[config.mk]
export PLATFORM = sky130hd
export DESIGN_NAME = rds_seq
export DESIGN_NICKNAME = d
export VERILOG_FILES = /design/src/rtl/rds_pkg.sv /design/src/rtl/rds_seq.sv
export SDC_FILE = /design/constraint.sdc
export NUM_CORES = 1
export LEC_CHECK = 0
export BUFFER_PORTS_ARGS = -buffer_cell sky130_fd_sc_hd__buf_2
export CAP_MARGIN = 20
export CORE_MARGIN = 2
export CORE_UTILIZATION = 40
export CTS_CLUSTER_DIAMETER = 40
export CTS_CLUSTER_SIZE = 25
export DETAILED_ROUTE_END_ITERATION = 7
export PLACE_DENSITY = 0.66
export SYNTH_ARGS = -nofsm -noshare
export SYNTH_HDL_FRONTEND = slang
export SYNTH_SLANG_ARGS = --single-unit
[constraint.sdc]
create_clock -name i_clk -period 3.05 [get_ports i_clk]
set_clock_uncertainty 0.2 [all_clocks]
set_input_delay 0 -clock i_clk [delete_from_list [all_inputs] [get_ports i_clk]]
set_output_delay 0 -clock i_clk [all_outputs]
set_load 0.05 [all_outputs]
[src/rtl/rds_pkg.sv]
// Shared types, constants and the pixel expansion function for the raster doubler.
package rds_pkg;

    localparam int DEF_MAX_LINE_BYTES = 2048;

    localparam int CFG_ADDR_W = 4;
    localparam int CFG_DATA_W = 32;
    localparam int LEN_W      = 12;
    localparam int WORD_W     = 16;

    localparam logic [1:0] REG_DEPTH_MODE     = 2'd0;
    localparam logic [1:0] REG_IN_LINE_BYTES  = 2'd1;
    localparam logic [1:0] REG_OUT_LINE_WORDS = 2'd2;

    localparam logic             RST_DEPTH_MODE     = 1'b0;
    localparam logic [LEN_W-1:0] RST_IN_LINE_BYTES  = 12'd2;
    localparam logic [LEN_W-1:0] RST_OUT_LINE_WORDS = 12'd2;

    localparam logic MODE_DATA = 1'b0;
    localparam logic MODE_TICK = 1'b1;

    localparam logic DEPTH_1BPP = 1'b0;
    localparam logic DEPTH_8BPP = 1'b1;

    typedef struct packed {
        logic             depth_mode;
        logic [LEN_W-1:0] in_line_bytes;
        logic [LEN_W-1:0] out_line_words;
    } t_cfg;

    typedef struct packed {
        logic              valid;
        logic              from_ram;
        logic [WORD_W-1:0] word;
        logic              row_copy;
        logic              last_word;
        logic              dropped;
    } t_stage;

    function automatic logic [WORD_W-1:0] expand_byte(input logic [7:0] b, input logic depth);
        logic [WORD_W-1:0] w;
        w = '0;
        if (depth == DEPTH_8BPP) begin
            w = {b, b};
        end else begin
            for (int i = 0; i < 8; i++) begin
                w[2*i +: 2] = {2{b[i]}};
            end
        end
        return w;
    endfunction

endpackage

[src/rtl/rds_seq.sv]
// Line sequencer: expands bytes, drives line store accesses, tracks line and replay state.
module rds_seq #(
    parameter int MAX_LINE_BYTES = rds_pkg::DEF_MAX_LINE_BYTES
) (
    input  logic                              i_clk,
    input  logic                              i_rst_n,
    input  rds_pkg::t_cfg                     i_cfg,
    input  logic                              i_accept,
    input  logic                              i_mode,
    input  logic [7:0]                        i_pixel_byte,
    output rds_pkg::t_stage                   o_stage,
    output logic                              o_we,
    output logic [$clog2(MAX_LINE_BYTES)-1:0] o_waddr,
    output logic [rds_pkg::WORD_W-1:0]        o_wdata,
    output logic                              o_re,
    output logic [$clog2(MAX_LINE_BYTES)-1:0] o_raddr
);
    import rds_pkg::*;

    localparam int IW  = $clog2(MAX_LINE_BYTES);
    localparam int LW  = $clog2(MAX_LINE_BYTES + 1);
    localparam int CW  = (LW > LEN_W) ? LW : LEN_W;
    localparam logic [CW-1:0] MAXC = CW'(MAX_LINE_BYTES);
    localparam logic [CW-1:0] ONE  = CW'(1);

    logic [CW-1:0] r_len, r_row;
    logic [CW-1:0] n_len, n_row, cfg_in, cfg_out;
    logic [IW-1:0] r_in_idx, n_in_idx;
    logic [IW-1:0] r_rep_idx, n_rep_idx;
    logic          r_pend, n_pend;
    logic [CW-1:0] in_nxt, rep_nxt;
    logic          in_lt, in_end, in_last, rep_last, row_zero;

    // line and row lengths, registered off the config
    assign cfg_in  = CW'(i_cfg.in_line_bytes);
    assign cfg_out = CW'(i_cfg.out_line_words);
    assign n_len   = (cfg_in == '0) ? ONE : ((cfg_in > MAXC) ? MAXC : cfg_in);
    assign n_row   = (cfg_out < n_len) ? cfg_out : n_len;

    assign in_nxt   = CW'(r_in_idx) + ONE;
    assign rep_nxt  = CW'(r_rep_idx) + ONE;
    assign in_lt    = CW'(r_in_idx) < r_row;
    assign in_end   = in_nxt >= r_len;
    assign in_last  = in_nxt >= r_row;
    assign rep_last = rep_nxt >= r_row;
    assign row_zero = r_row == '0;

    assign o_wdata = expand_byte(i_pixel_byte, i_cfg.depth_mode);
    assign o_waddr = r_in_idx;
    assign o_raddr = r_rep_idx;

    always_comb begin
        o_stage   = '0;
        o_we      = 1'b0;
        o_re      = 1'b0;
        n_in_idx  = r_in_idx;
        n_rep_idx = r_rep_idx;
        n_pend    = r_pend;
        if (i_accept) begin
            if (i_mode == MODE_DATA) begin
                if (r_pend) begin
                    o_stage.valid   = 1'b1;
                    o_stage.dropped = 1'b1;
                end else begin
                    if (in_lt) begin
                        o_we              = 1'b1;
                        o_stage.valid     = 1'b1;
                        o_stage.word      = o_wdata;
                        o_stage.last_word = in_last;
                    end
                    if (in_end) begin
                        n_in_idx  = '0;
                        n_rep_idx = '0;
                        n_pend    = !row_zero;
                    end else begin
                        n_in_idx = in_nxt[IW-1:0];
                    end
                end
            end else if (r_pend) begin
                if (row_zero) begin
                    n_pend    = 1'b0;
                    n_rep_idx = '0;
                end else begin
                    o_re              = 1'b1;
                    o_stage.valid     = 1'b1;
                    o_stage.from_ram  = 1'b1;
                    o_stage.row_copy  = 1'b1;
                    o_stage.last_word = rep_last;
                    if (rep_last) begin
                        n_pend    = 1'b0;
                        n_rep_idx = '0;
                    end else begin
                        n_rep_idx = rep_nxt[IW-1:0];
                    end
                end
            end
        end
    end

    always_ff @(posedge i_clk) begin
        if (!i_rst_n) begin
            r_len     <= CW'(RST_IN_LINE_BYTES);
            r_row     <= CW'(RST_OUT_LINE_WORDS);
            r_in_idx  <= '0;
            r_rep_idx <= '0;
            r_pend    <= 1'b0;
        end else begin
            r_len     <= n_len;
            r_row     <= n_row;
            r_in_idx  <= n_in_idx;
            r_rep_idx <= n_rep_idx;
            r_pend    <= n_pend;
        end
    end

endmodule

# Yosys cells after proc, flatten, opt, wreduce, memory -nomap -nowiden
# Cells that the tools add are included.
[word_totals]
ff_bits = 47
elab_cells = 65
inputBits = 37
output_inout_bits = 61
[op_classes]
n_reduce_logical = 6
n_eq_ne = 2
bitwise = 2
order_cmp = 6
n_addsub = 2
mux = 42
[op_table]
columns = ["op", "n"]
rows = [
  ["$mux W11", 7],
  ["$mux W16", 3],
  ["$ge A12 B12 Y1", 3],
  ["$mux W12", 3],
  ["$add A11 B1 Y12 const B", 2],
  ["$logic_not A12 Y1", 2],
  ["$mux W1", 23],
  ["$mux W21", 1],
  ["$mux W15", 1],
  ["$gt A12 B12 Y1 const B", 1],
  ["$lt A11 B12 Y1", 1],
  ["$lt A12 B12 Y1", 1],
  ["$mux W2", 4],
  ["$reduce_and A4 Y1", 1],
  ["$reduce_and A3 Y1", 1],
  ["$ne A2 B1 Y1 const B", 1],
  ["$ne A2 B2 Y1 const B", 1],
  ["$not A1 Y1", 2],
  ["$reduce_bool A2 Y1", 1],
  ["$logic_not A1 Y1", 1],
]

# Longest topological paths before layout
[depth]
depth_word = 6
ltp_mapped = 14

# Least setup slack after synthesis
# No wires, ideal clock.
[synth_timing]
path_type = "reg2reg"
start = "reg r_rep_idx[0] (netlist: o_raddr[0])"
end = "reg r_rep_idx[7] (netlist: o_raddr[7])"
setup_ps = 86
period_less_slack_ps = 3587
t_required_ps = 2764
path_slack_ps = -537
arrival_ps = 3301
path_stages_with_launch = 15
path_cell_list = "dfxtp_1 > ha_1 > nand3_1 > or2_1 > nor2_1 > xnor2_1 > inv_1 > ha_1 > nand3_1 > nor2_1 > a22oi_1 > nand3_1 > or2_1 > buf_2 > o31ai_2"
[synth_between]
elab_chain_cells = 6
[synth_rtl]
columns = ["item", "line_no", "source"]
rows = [
  ["from (decl)", "rds_seq.sv:29", "logic [IW-1:0] r_rep_idx, n_rep_idx;"],
  ["from (signal assigned)", "rds_seq.sv:111", "r_rep_idx <= n_rep_idx;"],
  ["$add A11 B1 Y12 (*)", "rds_seq.sv:41", "assign rep_nxt = CW'(r_rep_idx) + ONE;"],
  ["$ge A12 B12 Y1", "rds_seq.sv:45", "assign rep_last = rep_nxt >= r_row;"],
  ["$mux W11 (*)", "rds_seq.sv:89", "if (rep_last) begin"],
  ["$mux W11 (*)", "rds_seq.sv:80", "if (row_zero) begin"],
  ["$mux W11 (*)", "rds_seq.sv:79", "end else if (r_pend) begin"],
  ["$mux W11 (*)", "rds_seq.sv:60", "if (i_mode == MODE_DATA) begin"],
]
# Mark *: on every way between the ends. The rest lies on a longest branch, timed or not. The select of a mux whose other input is x is not followed.
# A chain may end at the register's enable or synchronous reset.

# Worst setup path in the final report
[layout_timing]
start = "reg r_in_idx[1] (netlist: o_waddr[1])"
end = "reg r_rep_idx[4] (netlist: o_raddr[4])"
[layout_between]
elab_chain_cells = 4
[layout_rtl]
columns = ["item", "line_no", "source"]
rows = [
  ["from (decl)", "rds_seq.sv:28", "logic [IW-1:0] r_in_idx, n_in_idx;"],
  ["from (signal assigned)", "rds_seq.sv:110", "r_in_idx <= n_in_idx;"],
  ["$add A11 B1 Y12", "rds_seq.sv:40", "assign in_nxt = CW'(r_in_idx) + ONE;"],
  ["$ge A12 B12 Y1", "rds_seq.sv:43", "assign in_end = in_nxt >= r_len;"],
  ["$reduce_bool A2 Y1 (no source line)", "--", ""],
  ["$reduce_and A4 Y1 (no source line)", "--", ""],
]
# Every way passes these cells.

==> results.py <==
metrics = {
    "power": {
        "power_leakage_nw": 2.57,
        "p_clk_share_pct": 24.9,
        "vdd_drop_max_mv": 0.174,
        "p_seq_share_pct": 39.2,
        "comb_power_share_pct": 35.9,
        "intPower_mw": 1.04,
        "powerDensity_mw_per_mm2": 313,
        "swShare_pct": 37.3,
        "power.switching_mw": 0.622,
    },
    "die": {
        "die_x_um": 99.8,
        "row_count": 34,
        "die_h_um": 99.8,
        "io_pins": 98,
        "die_area_mm2": 0.00996,
        "start_util_pct": 41.7,
        "core_area_mm2": 0.00881,
    },
    "routing": {
        "vias_per_cell": 5.37,
        "vias": 4014,
        "wl_per_cell_um": 14.8,
        "met3_length_um": 666,
        "first_iter_violations": 167,
        "met1_length_mm": 4.76,
        "ant_nets": 0,
        "wl_met2_mm": 5.42,
        "maxUsedRoutingLayer": "met4",
        "drc": 0,
        "wirelength_mm": 11.1,
        "first_pass_iters": 5,
    },
    "finish": {
        "syn2layout_area_growth_pct": 45.0,
        "post-route-util_pct": 60.4,
        "fin_area_mm2": 0.00532,
        "n_antenna_cell": 0,
        "fin_nets": 735,
        "regArea_um2": 983,
        "filler_cell_count": 752,
        "instances_no_fill": 747,
        "multiInputGateArea_mm2": 0.00279,
        "drive_above_1_share_pct": 31.8,
    },
    "clock_network": {
        "clock_latency_ps": 310,
        "cts_made_buffers": 5,
        "clockRootBuffer": "clkbuf_8",
        "cts_tree": "done",
        "cts_sinks": 47,
        "cts.path.max_buffers": 2,
        "clk_pin_slew_ps": 100,
        "htreeDepth": 2,
    },
    "sta": {
        "finalCritPeriodShare_pct": 97.8,
        "fin_hold_ws_ps": 42.0,
        "max_freq_ghz": 0.335,
        "drv_slew": 0,
        "hold_violations": 0,
        "relSlewSlack_pct": 47.5,
        "finalSetupViolations": 0,
        "fin_crit_ps": 2980,
        "worst_pin_slew_ps": 784,
    },
    "global_routing": {
        "grtUsageTotal_pct": 21.7,
        "antenna_found_initial": 0,
        "grt_overflow": 0,
        "grt_pass1_wl_mm": 17.5,
        "grt_max_degree": 27,
        "grt_pass1_vias": 3756,
    },
    "synth": {
        "synthesis.area_mm2": 0.00367,
        "yosys-top-cells-area": "dfxtp_1, ha_1, nand2_1",
        "synth-async-reset-ratio_pct": 0,
        "synth_cell_types": 53,
        "ys_ff_latch": 47,
        "yosysTopAreaCell": "dfxtp_1",
        "synth_top_flop_cell": "dfxtp_1",
        "synth_top_area_share_pct": 25.6,
        "synthCells": 468,
        "synth-edff-count": 0,
        "syn_nets": 565,
        "yosysSeqAreaShare_pct": 25.6,
        "syn-mean-instance-area_um2": 7.84,
        "synth_warnings": 0,
    },
    "hold_path": {
        "hold_class": "in2reg",
        "min-delay-start": "i_cfg[12]",
    },
    "placed_design": {
        "hpwl_mm": 8.15,
        "io_buffers": 97,
        "placedCellCount": 687,
        "place.gp.congestion": 0.914,
        "place_area_mm2": 0.00451,
    },
    "flow_run": {
        "cap_violations": 0,
    },
    "worst_setup_path": {
        "startpoint_type": "flip-flop",
        "cp_max_fo": 5,
        "arrival_ps": 3010,
        "required_ps": 3070,
        "criticalPathCategory": "reg2reg",
        "end_kind": "flip-flop",
        "reg2reg_from": "o_waddr[1]$_SDFFE_PN0P_",
        "cp-startpoint": "o_waddr[1]$_SDFFE_PN0P_",
    },
    "outcome": {
        "status": "complete, no violations",
    },
}
-- power by group through the flow --
stage	Combinational [mW]	Sequential, mW	Clock (mW)
2_1_floorplan	0.346	0.676	0
3_3_place_gp	0.500	0.665	0
3_5_place_dp	0.510	0.666	0
4_1_cts	0.569	0.652	0.421
5_1_grt	0.653	0.656	0.447
6_report	0.599	0.653	0.415
-- worst paths after layout --
| kind | to | slack, ps | depth (start not counted) |
|---|---|---|---|
| hold / removal | r_len[8]$_SDFF_PN0_ | 40 | 3 |
| setup reg to reg | o_raddr[4]$_SDFFE_PN0P_ | 70 | 11 |
| setup / recovery | o_raddr[4]$_SDFFE_PN0P_ | 70 | 11 |
| hold reg to reg | o_raddr[0]$_SDFFE_PN0P_ | 320 | 2 |
-- state kept, by name, summed over array words and instances (netlist names) --
register  cells
r_len        12
r_pend        1
o_waddr      11
o_raddr      11
r_row        12
-- per-layer routing --
| layer | up-vias | global-route usage (%) |
|---|---|---|
| met5 | - | 0 |
| met4 | 0 | 6.43 |
| met3 | 19 | 2.58 |
| met2 | 162 | 40.5 |
| met1 | 1814 | 26.0 |
| li1 | 2019 | - |
-- Yosys cell counts, types with 2 or more instances --
| library cell | instances |
|---|---|
| o2bb2a_1 | 4 |
| a31oi_1 | 3 |
| a21o_1 | 4 |
| ha_1 | 60 |
| a21oi_2 | 2 |
| and3_1 | 13 |
| xor2_1 | 5 |
| nand2_1 | 86 |
| or3_1 | 3 |
| nor2_1 | 28 |
| a211oi_1 | 2 |
| xnor2_1 | 10 |
| or2_2 | 2 |
| buf_4 | 4 |
| a211o_1 | 2 |
| o31ai_1 | 2 |
| a32o_1 | 9 |
| nor3b_1 | 2 |
| nand3_1 | 19 |
| o221ai_1 | 4 |
| clkbuf_1 | 9 |
| o21bai_1 | 2 |
| o211ai_1 | 2 |
| dfxtp_1 | 47 |
| nand2b_1 | 11 |
| nand4_1 | 4 |
| nor3_1 | 4 |
| nor2b_1 | 2 |
| o21ai_0 | 18 |
| a21boi_0 | 2 |
| or2_1 | 2 |
| o31ai_2 | 4 |
| nor4_1 | 7 |
| o21a_1 | 4 |
| a21oi_1 | 27 |
| inv_1 | 30 |
| o21ai_1 | 13 |
-- area by class of cell --
cell class	instances	share of cell area, %
Clock inverter	2	0.282
Sequential cell	47	18.5
Multi-Input combinational cell	376	52.4
Clock buffer	6	1.55
Tap cell	108	2.54
Timing Repair Buffer	177	22.5
Inverter	31	2.26
-- stage by stage --
step	total power [mW]	setup WS [ps]	TNS (ps)
2_1_floorplan	1.02	14.1	0
3_3_place_gp	1.17	30.2	0
3_5_place_dp	1.18	-121	-505
4_1_cts	1.64	25.7	0
5_1_grt	1.76	-47.6	-67.3
6_report	1.67	65.6	0
-- critical path, stage by stage (launching register included) --
cell and delay, ps:
dfxtp_4 380, ha_4 160, xor2_1 220, ha_1 280, a211o_1 290, a31oi_1 330
o221ai_4 190, buf_4 170, a211oi_4 220, buf_4 180, o2bb2a_1 220, o31ai_2 60
-- timing repair --
action                                  CTS  global route
endpoints found under the setup margin   11            21
endpoints found under the hold margin    25             0
gates resized for setup                  13            30
pin swaps                                 2            14
buffers inserted                          2            11
hold buffers                             41             0
-- cells by family after synthesis --
logic type                 after synthesis  synth area share (%)
AOI/OAI and AO/OA                      115                  21.9
buffers and inverters                   45                  5.05
adders and majority gates               60                  20.5
xor gates and xnor gates                15                  3.58
DFF                                     47                  25.6
and+or+nand+nor                        186                  23.4
-- cell usage in the layout, fill, tap and decap left out, types with 3 or more instances in the layout --
cell / synthesis / final
a21o_1: 4 / 4
a21oi_1: 27 / 25
a21oi_2: 2 / 4
a31oi_1: 3 / 3
a32o_1: 9 / 9
and3_1: 13 / 11
buf_2: 1 / 96
buf_4: 4 / 38
clkbuf_8: 0 / 6
dfxtp_1: 47 / 33
dfxtp_2: 0 / 4
dfxtp_4: 0 / 10
dlygate4sd3_1: 0 / 41
ha_1: 60 / 55
ha_4: 0 / 3
inv_1: 30 / 29
nand2_1: 86 / 86
nand2b_1: 11 / 11
nand3_1: 19 / 11
nand3_2: 0 / 4
nand3_4: 0 / 4
nand4_1: 4 / 4
nor2_1: 28 / 24
nor3_1: 4 / 3
nor4_1: 7 / 7
o21a_1: 4 / 4
o21ai_0: 18 / 16
o21ai_1: 13 / 15
o221ai_1: 4 / 4
o2bb2a_1: 4 / 4
o31ai_2: 4 / 4
xnor2_1: 10 / 7
xor2_1: 5 / 3
Note: power is estimated with default switching activity, not from simulation.
