==> src/rtl/rds_pkg.sv <==
// Shared types, constants and the pixel expansion function for the raster doubler.
package rds_pkg;

    localparam int DEF_MAX_LINE_BYTES = 2048;

    localparam int CFG_ADDR_W = 4;
    localparam int CFG_DATA_W = 32;
    localparam int LEN_W      = 12;
    localparam int WORD_W     = 16;

    localparam logic [1:0] REG_DEPTH_MODE     = 2'd0;
    localparam logic [1:0] REG_IN_LINE_BYTES  = 2'd1;
    localparam logic [1:0] REG_OUT_LINE_WORDS = 2'd2;

    localparam logic             RST_DEPTH_MODE     = 1'b0;
    localparam logic [LEN_W-1:0] RST_IN_LINE_BYTES  = 12'd2;
    localparam logic [LEN_W-1:0] RST_OUT_LINE_WORDS = 12'd2;

    localparam logic MODE_DATA = 1'b0;
    localparam logic MODE_TICK = 1'b1;

    localparam logic DEPTH_1BPP = 1'b0;
    localparam logic DEPTH_8BPP = 1'b1;

    typedef struct packed {
        logic             depth_mode;
        logic [LEN_W-1:0] in_line_bytes;
        logic [LEN_W-1:0] out_line_words;
    } t_cfg;

    typedef struct packed {
        logic              valid;
        logic              from_ram;
        logic [WORD_W-1:0] word;
        logic              row_copy;
        logic              last_word;
        logic              dropped;
    } t_stage;

    function automatic logic [WORD_W-1:0] expand_byte(input logic [7:0] b, input logic depth);
        logic [WORD_W-1:0] w;
        w = '0;
        if (depth == DEPTH_8BPP) begin
            w = {b, b};
        end else begin
            for (int i = 0; i < 8; i++) begin
                w[2*i +: 2] = {2{b[i]}};
            end
        end
        return w;
    endfunction

endpackage

==> src/rtl/rds_regs.sv <==
// APB configuration registers of the raster doubler.
module rds_regs (
    input  logic                           i_clk,
    input  logic                           i_rst_n,
    input  logic                           psel,
    input  logic                           penable,
    input  logic                           pwrite,
    input  logic [rds_pkg::CFG_ADDR_W-1:0] paddr,
    input  logic [rds_pkg::CFG_DATA_W-1:0] pwdata,
    output logic [rds_pkg::CFG_DATA_W-1:0] prdata,
    output logic                           pready,
    output rds_pkg::t_cfg                  o_cfg
);
    import rds_pkg::*;

    t_cfg       r_cfg;
    logic       wr_en;
    logic [1:0] reg_idx;

    assign wr_en   = psel && penable && pwrite;
    assign reg_idx = paddr[3:2];
    assign pready  = 1'b1;

    always_ff @(posedge i_clk) begin
        if (!i_rst_n) begin
            r_cfg.depth_mode     <= RST_DEPTH_MODE;
            r_cfg.in_line_bytes  <= RST_IN_LINE_BYTES;
            r_cfg.out_line_words <= RST_OUT_LINE_WORDS;
        end else if (wr_en) begin
            if (reg_idx == REG_DEPTH_MODE) begin
                r_cfg.depth_mode <= pwdata[0];
            end
            if (reg_idx == REG_IN_LINE_BYTES) begin
                r_cfg.in_line_bytes <= pwdata[LEN_W-1:0];
            end
            if (reg_idx == REG_OUT_LINE_WORDS) begin
                r_cfg.out_line_words <= pwdata[LEN_W-1:0];
            end
        end
    end

    always_comb begin
        unique case (reg_idx)
            REG_DEPTH_MODE:     prdata = {{(CFG_DATA_W-1){1'b0}}, r_cfg.depth_mode};
            REG_IN_LINE_BYTES:  prdata = {{(CFG_DATA_W-LEN_W){1'b0}}, r_cfg.in_line_bytes};
            REG_OUT_LINE_WORDS: prdata = {{(CFG_DATA_W-LEN_W){1'b0}}, r_cfg.out_line_words};
            default:            prdata = '0;
        endcase
    end

    assign o_cfg = r_cfg;

endmodule

==> config.mk <==
export PLATFORM = sky130hd
export DESIGN_NAME = rds_regs
export DESIGN_NICKNAME = d
export VERILOG_FILES = /design/src/rtl/rds_pkg.sv /design/src/rtl/rds_regs.sv
export SDC_FILE = /design/constraint.sdc
export NUM_CORES = 1
export LEC_CHECK = 0
export BUFFER_PORTS_ARGS = -buffer_cell sky130_fd_sc_hd__clkbuf_2
export CAP_MARGIN = 10
export CORE_AREA = 2 2 64 66
export DETAILED_ROUTE_END_ITERATION = 10
export DIE_AREA = 0 0 66 68
export PLACE_DENSITY = 0.74
export SETUP_SLACK_MARGIN = 0.3
export SYNTH_ARGS = -nofsm -noshare
export SYNTH_HDL_FRONTEND = slang
export SYNTH_SLANG_ARGS = --single-unit
==> constraint.sdc <==
create_clock -name i_clk -period 1 [get_ports i_clk]
set_input_delay 0.2 -clock i_clk [delete_from_list [all_inputs] [get_ports i_clk]]
set_output_delay 0.2 -clock i_clk [all_outputs]
set_load 0.005 [all_outputs]
Yosys cells after proc, flatten, opt, wreduce, memory -nomap -nowiden
Cells that the tools add are included.
{ "word_totals": {"reg_bits": 25, "in_bits": 41, "output_inout_bits": 58, "elab_cells": 12} }
{ "op_classes": {"n_eq_ne": 2, "n_mux": 1, "n_reduce_logical": 6} }
{ "op_table": {"columns": ["op", "n"], "rows": [
  ["$pmux W12 S3", 1],
  ["$reduce_and A2 Y1", 3],
  ["$eq A2 B1 Y1 const B", 1],
  ["$eq A2 B2 Y1 const B", 1],
  ["$logic_and A1 B1 Y1", 2],
  ["$logic_not A2 Y1", 1]
]} }

Depth between registers and ports, before layout
Gate-level depths: netlist of run 1.
{ "logic_depth": {"depth_word": 3, "mapped_depth": 4, "mapped_depth_nobuf": 3} }

Worst setup path after synthesis of run 1
Ideal clock, no wire load.
{ "synth_path": {"kind": "in2out", "start": "input paddr[3] in the netlist's numbering", "end": "output prdata[11] in the netlist's numbering", "t_arrival_ps": 805, "required_ps": 800, "slack_ps": -5, "stages": 3, "path_buffers": 1, "path_cell_list": "and2b_2 -> clkbuf_8 -> a22o_2"} }
{ "synth_via": {"elab_chain_len": 2, "elab_cells_between_ends": 4, "cone_classes": "eq/ne (2); mux (1); reduce/logical (1)"} }
{ "synth_lines": {"columns": ["element", "line_no", "source"], "rows": [
  ["start: declaration", "rds_regs.sv:8", "input logic [rds_pkg::CFG_ADDR_W-1:0] paddr,"],
  ["$eq A2 B2 Y1 (tied with other cells)", "rds_regs.sv:43", "unique case (reg_idx)"],
  ["$pmux W12 S3 (*)", "rds_regs.sv:43", null],
  ["end: declaration", "rds_regs.sv:10", "output logic [rds_pkg::CFG_DATA_W-1:0] prdata,"]
]} }
Mark *: on every way between the ends. The rest lies on a longest branch, timed or not.

Worst setup path in the final report of run 1
{ "layout_path": {"start": "input paddr[3] in the netlist's numbering", "end": "output prdata[7] in the netlist's numbering"} }
The elaborated chain is that of the path after synthesis.

==> reports/qor.yml, run 1 <==
clocking:
  htree_num_levels: 1
  cts_buffers: 3
  ctsHoldBuffers: 0
  cts.sinks: 25
  cts_root_buf: "clkbuf_8"
  clkTransAtPathRegs_ns: 0.09
  insertion_delay_ns: 0.26
  clockBufferDepth: 2
  cts_tree: "built"
sta:
  final.setup.worst_slack_ns: -0.198
  rsz0062_at_grt: "yes"
  finalMaxSlewViolations: 0
  min_period_ns: 1.20
  clock-skew-final_ns: 0
  fin_crit_sh_pct: 120
  clock.fmax_mhz: 835
  final-hold-violation-count: 0
  setup_viol: 22
setup_path:
  critPathKind: "in2out"
  cp_slowest_stage_delay_ns: 0.22
  critical_path_depth: 5
  crit_fanout: 6
  worst_setup_path_start_kind: "primary input"
  cp_cell_sequence: "buf_6 -> and2b_2 -> clkbuf_16 -> a22o_4 -> clkbuf_2"
  required_ns: 0.80
  reg2reg_depth: 4
  end_kind: "output pin"
  cp.arrival_ns: 1.00
  cpLargestDelayFamily: "buffers and inverters"
  cp_slowest_cell: "and2b_2"
  worst-path-buf-inv: 3
die:
  row_count: 23
  start_util_pct: 34.0
  coreArea_um2: 3860
  ios: 99
  dieArea_um2: 4490
  die_w_um: 66
  die_h_um: 68
global_route:
  grt_max_degree: 22
  top_usage_layer: "met2"
  grt_pass1_vias: 1045
  grt_overflow: 0
  antenna_found_initial: 0
  grt_pass1_wl_mm: 4.83
  gr-usage-met3_pct: 1.64
  grt_usage_pct: 14.0
  met1_usage_pct: 17.0
  use_met2_pct: 25.4
yosys:
  synth_largest_area_cell: "dfxtp_1"
  ys.flop_type: "dfxtp_1"
  synth-edff-count: 0
  ys_seq_area_share_pct: 38.2
  yosysTopAreaCellShare_pct: 38.2
  ys_ff_latch: 25
  synth_area_um2: 1310
  syn_inst: 138
  synth_most_common_cell: "nand2_1"
  syn-mean-instance-area_um2: 9.49
  synth.top_cells.by_area: "dfxtp_1, mux2i_1, buf_4"
  yosysUniqueCellTypes: 19
  async_flop_share_pct: 0
  ys_warn_count: 0
  synth_common_cells: "nand2_1, dfxtp_1, mux2i_1"
layout:
  finalInstanceArea_um2: 1980
  layout.nets: 249
  diodes: 0
  largest_register_ffs: 25
  drive_above_1_share_pct: 58.9
  num-fill-cells: 374
  syn_to_final_growth_pct: 51.3
  instances_no_fill: 257
route:
  drc_errors: 0
  antenna_left: 0
  viasPerCell: 4.49
  drt-initial-drc-count: 36
  vias: 1154
  finalWirelength_mm: 3.13
  wl_per_cell_um: 12.2
  dr.pass1.iters: 4
worst_hold_path:
  hold_path_class: "in2reg"
  holdPathStages: 3
pwr:
  power_frac_clock_pct: 31.5
  p_total_w: 0.00193
  peakVddDrop_uv: 380
  p_seq_share_pct: 52.8
  p_int_w: 0.00145
  p_sw_share_pct: 24.8
  power_density_nw_per_um2: 975
  pwr-share-comb_pct: 15.8
  leakage_nw: 0.921
  p_switching_w: 0.000479
run_status:
  violations: "setup timing"
  status: "finished, violations left"
placed_design:
  hpwl_mm: 2.27
  io_buffers: 55
  pre_cts_ws_ns: -0.213
  dp.cells: 245
  gp_congestion: 0.749
  place_area_um2: 1650
flow_run:
  cap_violations: 0
cells by family after synthesis:
family | Yosys count | synth area share (%)
AND/OR/NAND/NOR | 43 | 15.8
buffers and inverters | 29 | 16.2
multiplexers | 25 | 19.1
flip-flops | 25 | 38.2
AO/OA/AOI/OAI | 14 | 10.1
other | 2 | 0.573
through the flow:
| step | setup TNS (ns) | hold slack (ns) | util [%] |
|---|---|---|---|
| detailed placement | -5.44 | 0.464 | 42.7 |
| floorplan | -0.0483 | 0.302 | - |
| global route | -3.05 | 0.166 | 51.4 |
| finish | -2.34 | 0.167 | 51.4 |
| global placement | -5.31 | 0.461 | 42.7 |
| CTS | -2.57 | 0.168 | 48.3 |
cell usage in the layout, fill, tap and decap left out:
cell | netlist | final
o41ai_1 | 1 | 1
mux2i_1 | 25 | 25
nor2b_1 | 3 | 3
o21ai_1 | 0 | 1
buf_2 | 3 | 1
clkbuf_2 | 0 | 44
o311ai_4 | 0 | 1
dfxtp_2 | 0 | 25
buf_8 | 0 | 1
nand2_2 | 0 | 1
clkbuf_16 | 0 | 1
conb_1 | 2 | 21
buf_6 | 1 | 17
buf_4 | 22 | 4
clkbuf_8 | 1 | 6
and2b_4 | 0 | 1
buf_12 | 0 | 4
and2b_2 | 2 | 1
clkinvlp_4 | 0 | 1
a22o_2 | 11 | 8
nand2_1 | 34 | 33
a22o_4 | 0 | 3
nand3_4 | 0 | 1
nor3b_4 | 1 | 2
nand4_1 | 1 | 1
power groups by stage:
stage          Combinational [W]  Sequential, W  Clock, W
6_report                0.000305        0.00102  0.000608
5_1_grt                 0.000336        0.00102  0.000688
4_1_cts                 0.000278        0.00102  0.000626
3_5_place_dp            0.000234        0.00104         0
3_3_place_gp            0.000232        0.00104         0
2_1_floorplan           0.000187        0.00104         0
worst reg2reg max path, delay by kind of cell (launching register included):
kind,cells,cell delay (ns)
flops,1,0.34
buf+inv,2,0.24
compound gates,2,0.16
worst paths after layout:
path | to | startpoint | slack (ns)
worst max register to register | o_cfg[24] | o_cfg[24] | 0.15
worst min register to register | o_cfg[10] | o_cfg[10] | 0.47
worst max-delay path | prdata[7] | paddr[3] | -0.20
worst min-delay path | o_cfg[19] | pwdata[7] | 0.17
layer usage:
metal	part of all wire, %	up-vias	routed length (um)
met4	0.93	0	29
met3	6.2	2	193
met5	0	-	0
li1	-	568	-
met2	53	43	1670
met1	39	541	1230
cell type report:
| cell class | count | area (um^2) | share of cell area [%] |
|---|---|---|---|
| Clock buffer | 3 | 41.3 | 2.08 |
| Clock inverter | 1 | 7.51 | 0.379 |
| Multi-Input combinational cell | 103 | 731 | 36.9 |
| Sequential cell | 25 | 532 | 26.8 |
| Tap cell | 50 | 62.6 | 3.16 |
| Timing Repair Buffer | 75 | 608 | 30.7 |
what timing repair did:
item | 4_1_cts | 5_1_grt
gates resized for setup | 42 | 16
setup buffers | 5 | 2
endpoints found under the hold margin | 0 | 0
setup endpoints to repair | 62 | 62
cloned | 0 | 1
pin swaps | 4 | 2
No activity file was read; power rests on OpenSTA's default activity.
==> inputs of run 2 (changes only) <==
Settings changed: RECOVER_POWER set to 25.
==> reports/qor.yml, run 2 (synthesized netlist as in run 1, its figures left out) <==
setup_path:
  crit_fanout: 6
  cp_slowest_stage_delay_ns: 0.22
  required_ns: 0.80
  critPathKind: "in2out"
  cp_cell_sequence: "buf_6 -> and2b_2 -> clkbuf_16 -> a22o_4 -> clkbuf_2"
  cp.arrival_ns: 1.00
  cp_slowest_cell: "and2b_2"
  end_kind: "output pin"
  worst_setup_path_start_kind: "primary input"
clocking:
  htree_num_levels: 1
  cts.sinks: 25
  insertion_delay_ns: 0.26
  clkTransAtPathRegs_ns: 0.09
  cts_root_buf: "clkbuf_8"
  clockBufferDepth: 2
  cts_buffers: 3
  cts_tree: "built"
die:
  coreArea_um2: 3860
  dieArea_um2: 4490
  ios: 99
  start_util_pct: 34.0
  die_w_um: 66
  row_count: 23
  die_h_um: 68
sta:
  fin_setup_tns_ns: -2.52
  final-hold-violation-count: 0
  clock-skew-final_ns: 0
  setup_viol: 27
  rsz0062_at_grt: "yes"
  finalMaxSlewViolations: 0
  min_period_ns: 1.20
  fin_crit_sh_pct: 120
  final.setup.worst_slack_ns: -0.197
  clock.fmax_mhz: 835
layout:
  final_util_pct: 51.0
  largest_register_ffs: 25
  mostFrequentLayoutCell: "clkbuf_2"
  layout.nets: 249
  syn_to_final_growth_pct: 50.2
  layout_common_cells: "clkbuf_2, nand2_1, mux2i_1"
  diodes: 0
  drive_above_1_share_pct: 56.0
route:
  drt-initial-drc-count: 36
  vias: 1154
  antenna_left: 0
  drc_errors: 0
  viasPerCell: 4.49
  finalWirelength_mm: 3.12
  dr.pass1.iters: 4
  wl_per_cell_um: 12.2
pwr:
  power_density_nw_per_um2: 980
  p_total_w: 0.00193
  p_int_w: 0.00145
  leakage_nw: 0.917
  pwr-share-comb_pct: 15.6
  peakVddDrop_uv: 380
  p_switching_w: 0.000479
  power_frac_clock_pct: 31.5
  p_seq_share_pct: 52.9
  p_sw_share_pct: 24.8
placed_design:
  gp_congestion: 0.749
  io_buffers: 55
  pre_cts_ws_ns: -0.213
  hpwl_mm: 2.27
global_route:
  antenna_found_initial: 0
  grt_usage_pct: 14.0
  grt_pass1_wl_mm: 4.83
  grt_overflow: 0
  grt_max_degree: 22
  grt_pass1_vias: 1045
run_status:
  status: "finished, violations left"
  violations: "setup timing"
worst_hold_path:
  hold_path_class: "in2reg"
flow_run:
  cap_violations: 0
## run 2: changes by cell type in the layout (fill, tap and decap cells not counted), sizes merged
cell,delta
buf,-1
clkbuf,+1
## run 2: worst paths after layout
kind / from / end / slack, ns / depth (start not counted)
setup / recovery: paddr[3] / prdata[7] / -0.20 / 5
hold / removal: pwdata[7] / o_cfg[19] / 0.17 / 3
setup reg to reg: o_cfg[24] / o_cfg[24] / 0.15 / 4
hold reg to reg: o_cfg[10] / o_cfg[10] / 0.47 / 2
## run 2: final cells by class
type	instances	area (um^2)
Fill cell	374	1890
Multi-Input combinational cell	103	731
Timing Repair Buffer	75	602
Sequential cell	25	524
Tap cell	50	62.6
Clock buffer	3	41.3
Clock inverter	1	7.51
## run 2: worst max-delay path, delay by kind of cell
family          cells  cell delay (ns)
buf+inv             3             0.37
simple gates        1             0.22
compound gates      1             0.21
## run 2: timing repair
| item | CTS | global route |
|---|---|---|
| hold buffers | 0 | 0 |
| setup buffers | 5 | 2 |
| cloned | 0 | 1 |
| endpoints found under the setup margin | 62 | 62 |
| pin swaps | 4 | 2 |
| resized for setup | 42 | 16 |
## run 2: routing by layer
layer	vias to the layer above	wire, um	track usage, %
met1	541	1230	17.0
met4	0	29	5.36
met3	2	193	1.64
li1	568	-	-
met5	-	0	0
met2	43	1670	25.4
## run 2: stage by stage
stage	hold slack (ns)	area (um^2)	instances
3_3_place_gp	0.461	1650	245
4_1_cts	0.168	1860	254
6_report	0.167	1970	257
3_5_place_dp	0.464	1650	245
2_1_floorplan	0.302	1420	157
5_1_grt	0.166	1970	257
## run 2: power by group through the flow
stage,sequential (W),combinational [W],clock [W]
global route,0.00102,0.000333,0.000688
floorplan,0.00104,0.000187,0
CTS,0.00102,0.000278,0.000626
detailed placement,0.00104,0.000234,0
global placement,0.00104,0.000232,0
finish,0.00102,0.000302,0.000608
==> inputs of run 3 (changes only) <==
==> constraint.sdc (replaced) <==
create_clock -name i_clk -period 1 [get_ports i_clk]
set_input_delay 0.2 -clock i_clk [delete_from_list [all_inputs] [get_ports i_clk]]
set_output_delay 0.2 -clock i_clk [all_outputs]
set_load 0.01 [all_outputs]
==> reports/qor.yml, run 3 (synthesized netlist as in run 1, its figures left out) <==
die:
  dieArea_um2: 4490
  die_h_um: 68
  die_w_um: 66
  coreArea_um2: 3860
  ios: 99
  row_count: 23
  start_util_pct: 34.0
layout:
  layout.nets: 251
  mostFrequentLayoutCell: "buf_6"
  largest_register_ffs: 25
  drive_above_1_share_pct: 59.3
  layout_common_cells: "buf_6, nand2_1, mux2i_1"
  num-fill-cells: 342
  ff_latch_area_um2: 537
  multiInputGateArea_um2: 795
  diodes: 0
  syn_to_final_growth_pct: 68.4
clocking:
  clkTransAtPathRegs_ns: 0.09
  cts_root_buf: "clkbuf_8"
  cts_buffers: 3
  cts_tree: "built"
  ctsHoldBuffers: 0
  cts.sinks: 25
  clockBufferDepth: 2
  htree_num_levels: 1
  insertion_delay_ns: 0.26
pwr:
  power_density_nw_per_um2: 895
  leakage_nw: 1.01
  peakVddDrop_uv: 397
sta:
  finalMaxSlewViolations: 0
  rsz0062_at_grt: "yes"
  final.setup.worst_slack_ns: -0.200
  setup_viol: 18
  final-hold-violation-count: 0
  min_period_ns: 1.20
  fin_setup_tns_ns: -2.33
  holdWs_ns: 0.178
  clock-skew-final_ns: 0
  clock.fmax_mhz: 834
  fin_crit_sh_pct: 120
global_route:
  grt_pass1_vias: 922
  grt_max_degree: 19
  grt_pass1_wl_mm: 4.60
  grt_overflow: 0
  grt_usage_pct: 13.8
  antenna_found_initial: 0
route:
  dr.pass1.iters: 4
  drt-initial-drc-count: 36
  finalWirelength_mm: 3.69
  drc_errors: 0
  antenna_left: 0
  viasPerCell: 4.46
  vias: 1154
  wl_per_cell_um: 14.3
run_status:
  violations: "setup timing"
  status: "finished, violations left"
placed_design:
  pre_cts_ws_ns: -0.275
  gp_congestion: 0.728
  hpwl_mm: 2.30
  io_buffers: 55
setup_path:
  end_kind: "output pin"
  crit_fanout: 6
  critPathKind: "in2out"
  cp_slowest_stage_delay_ns: 0.30
  cp.arrival_ns: 1.00
  required_ns: 0.80
  cp_slowest_cell: "and2b_4"
  cp_cell_sequence: "buf_8 -> and2b_4 -> buf_16 -> a22o_2 -> buf_6"
  worst_setup_path_start_kind: "primary input"
flow_run:
  cap_violations: 0
worst_hold_path:
  hold_path_class: "in2reg"
==> run 3: cell count changes in the layout (fill, tap and decap cells not counted), sizes merged <==
| cell | previous run | this run |
|---|---|---|
| and2b | 2 | 3 |
| clkinvlp | 1 | 0 |
| clkbuf | 52 | 20 |
| buf | 26 | 60 |
==> run 3: final cells by class <==
class                   count  share of cell area, %
repair buffers             76                   34.8
multi-input cells         104                   36.0
well taps                  50                   2.84
flip-flops and latches     25                   24.3
clock buffers               4                   2.04
==> run 3: worst paths after layout <==
path / slack, ns / cells after the start / end / start
max: -0.20 / 5 / prdata[10] / paddr[2]
min: 0.18 / 3 / o_cfg[14] / pwdata[2]
max reg2reg: 0.20 / 4 / o_cfg[23] / o_cfg[23]
min reg2reg: 0.48 / 2 / o_cfg[3] / o_cfg[3]
==> run 3: power by group <==
part	total, W	switching, W	leakage (nW)	internal (W)
Combinational	0.000358	0.000181	0.773	0.000177
Sequential	0.00102	0.0000144	0.213	0.00100
Clock	0.000597	0.000313	0.0228	0.000284
==> run 3: what timing repair did <==
| action | in CTS | in global routing |
|---|---|---|
| buffers inserted | 0 | 8 |
| resized for setup | 40 | 95 |
| endpoints found under the setup margin | 62 | 62 |
| pin swaps | 4 | 14 |
| gates cloned | 1 | 1 |
==> run 3: worst max-delay path, delay by kind of cell <==
kind                   cells  cell delay, ns
buffers and inverters      3            0.35
AO/OA/AOI/OAI              1            0.15
AND/OR/NAND/NOR            1            0.30
==> run 3: layer usage <==
| metal | share of wire (%) | GRT usage (%) | wire length, um | up-vias |
|---|---|---|---|---|
| met5 | 0 | 0 | 0 | - |
| met4 | 0.92 | 6.12 | 34 | 0 |
| met3 | 5.2 | 1.32 | 193 | 2 |
| met2 | 53 | 23.7 | 1960 | 41 |
| met1 | 41 | 17.6 | 1500 | 545 |
| li1 | - | - | - | 566 |
==> run 3: stage by stage <==
| stage | instance area (um^2) | instances | power (W) | util [%] |
|---|---|---|---|---|
| floorplan | 1500 | 157 | 0.00127 | - |
| global placement | 1720 | 245 | 0.00131 | 44.5 |
| detailed placement | 1720 | 245 | 0.00131 | 44.5 |
| CTS | 1900 | 250 | 0.00196 | 49.2 |
| global route | 2210 | 259 | 0.00207 | 57.2 |
| finish | 2210 | 259 | 0.00197 | 57.2 |
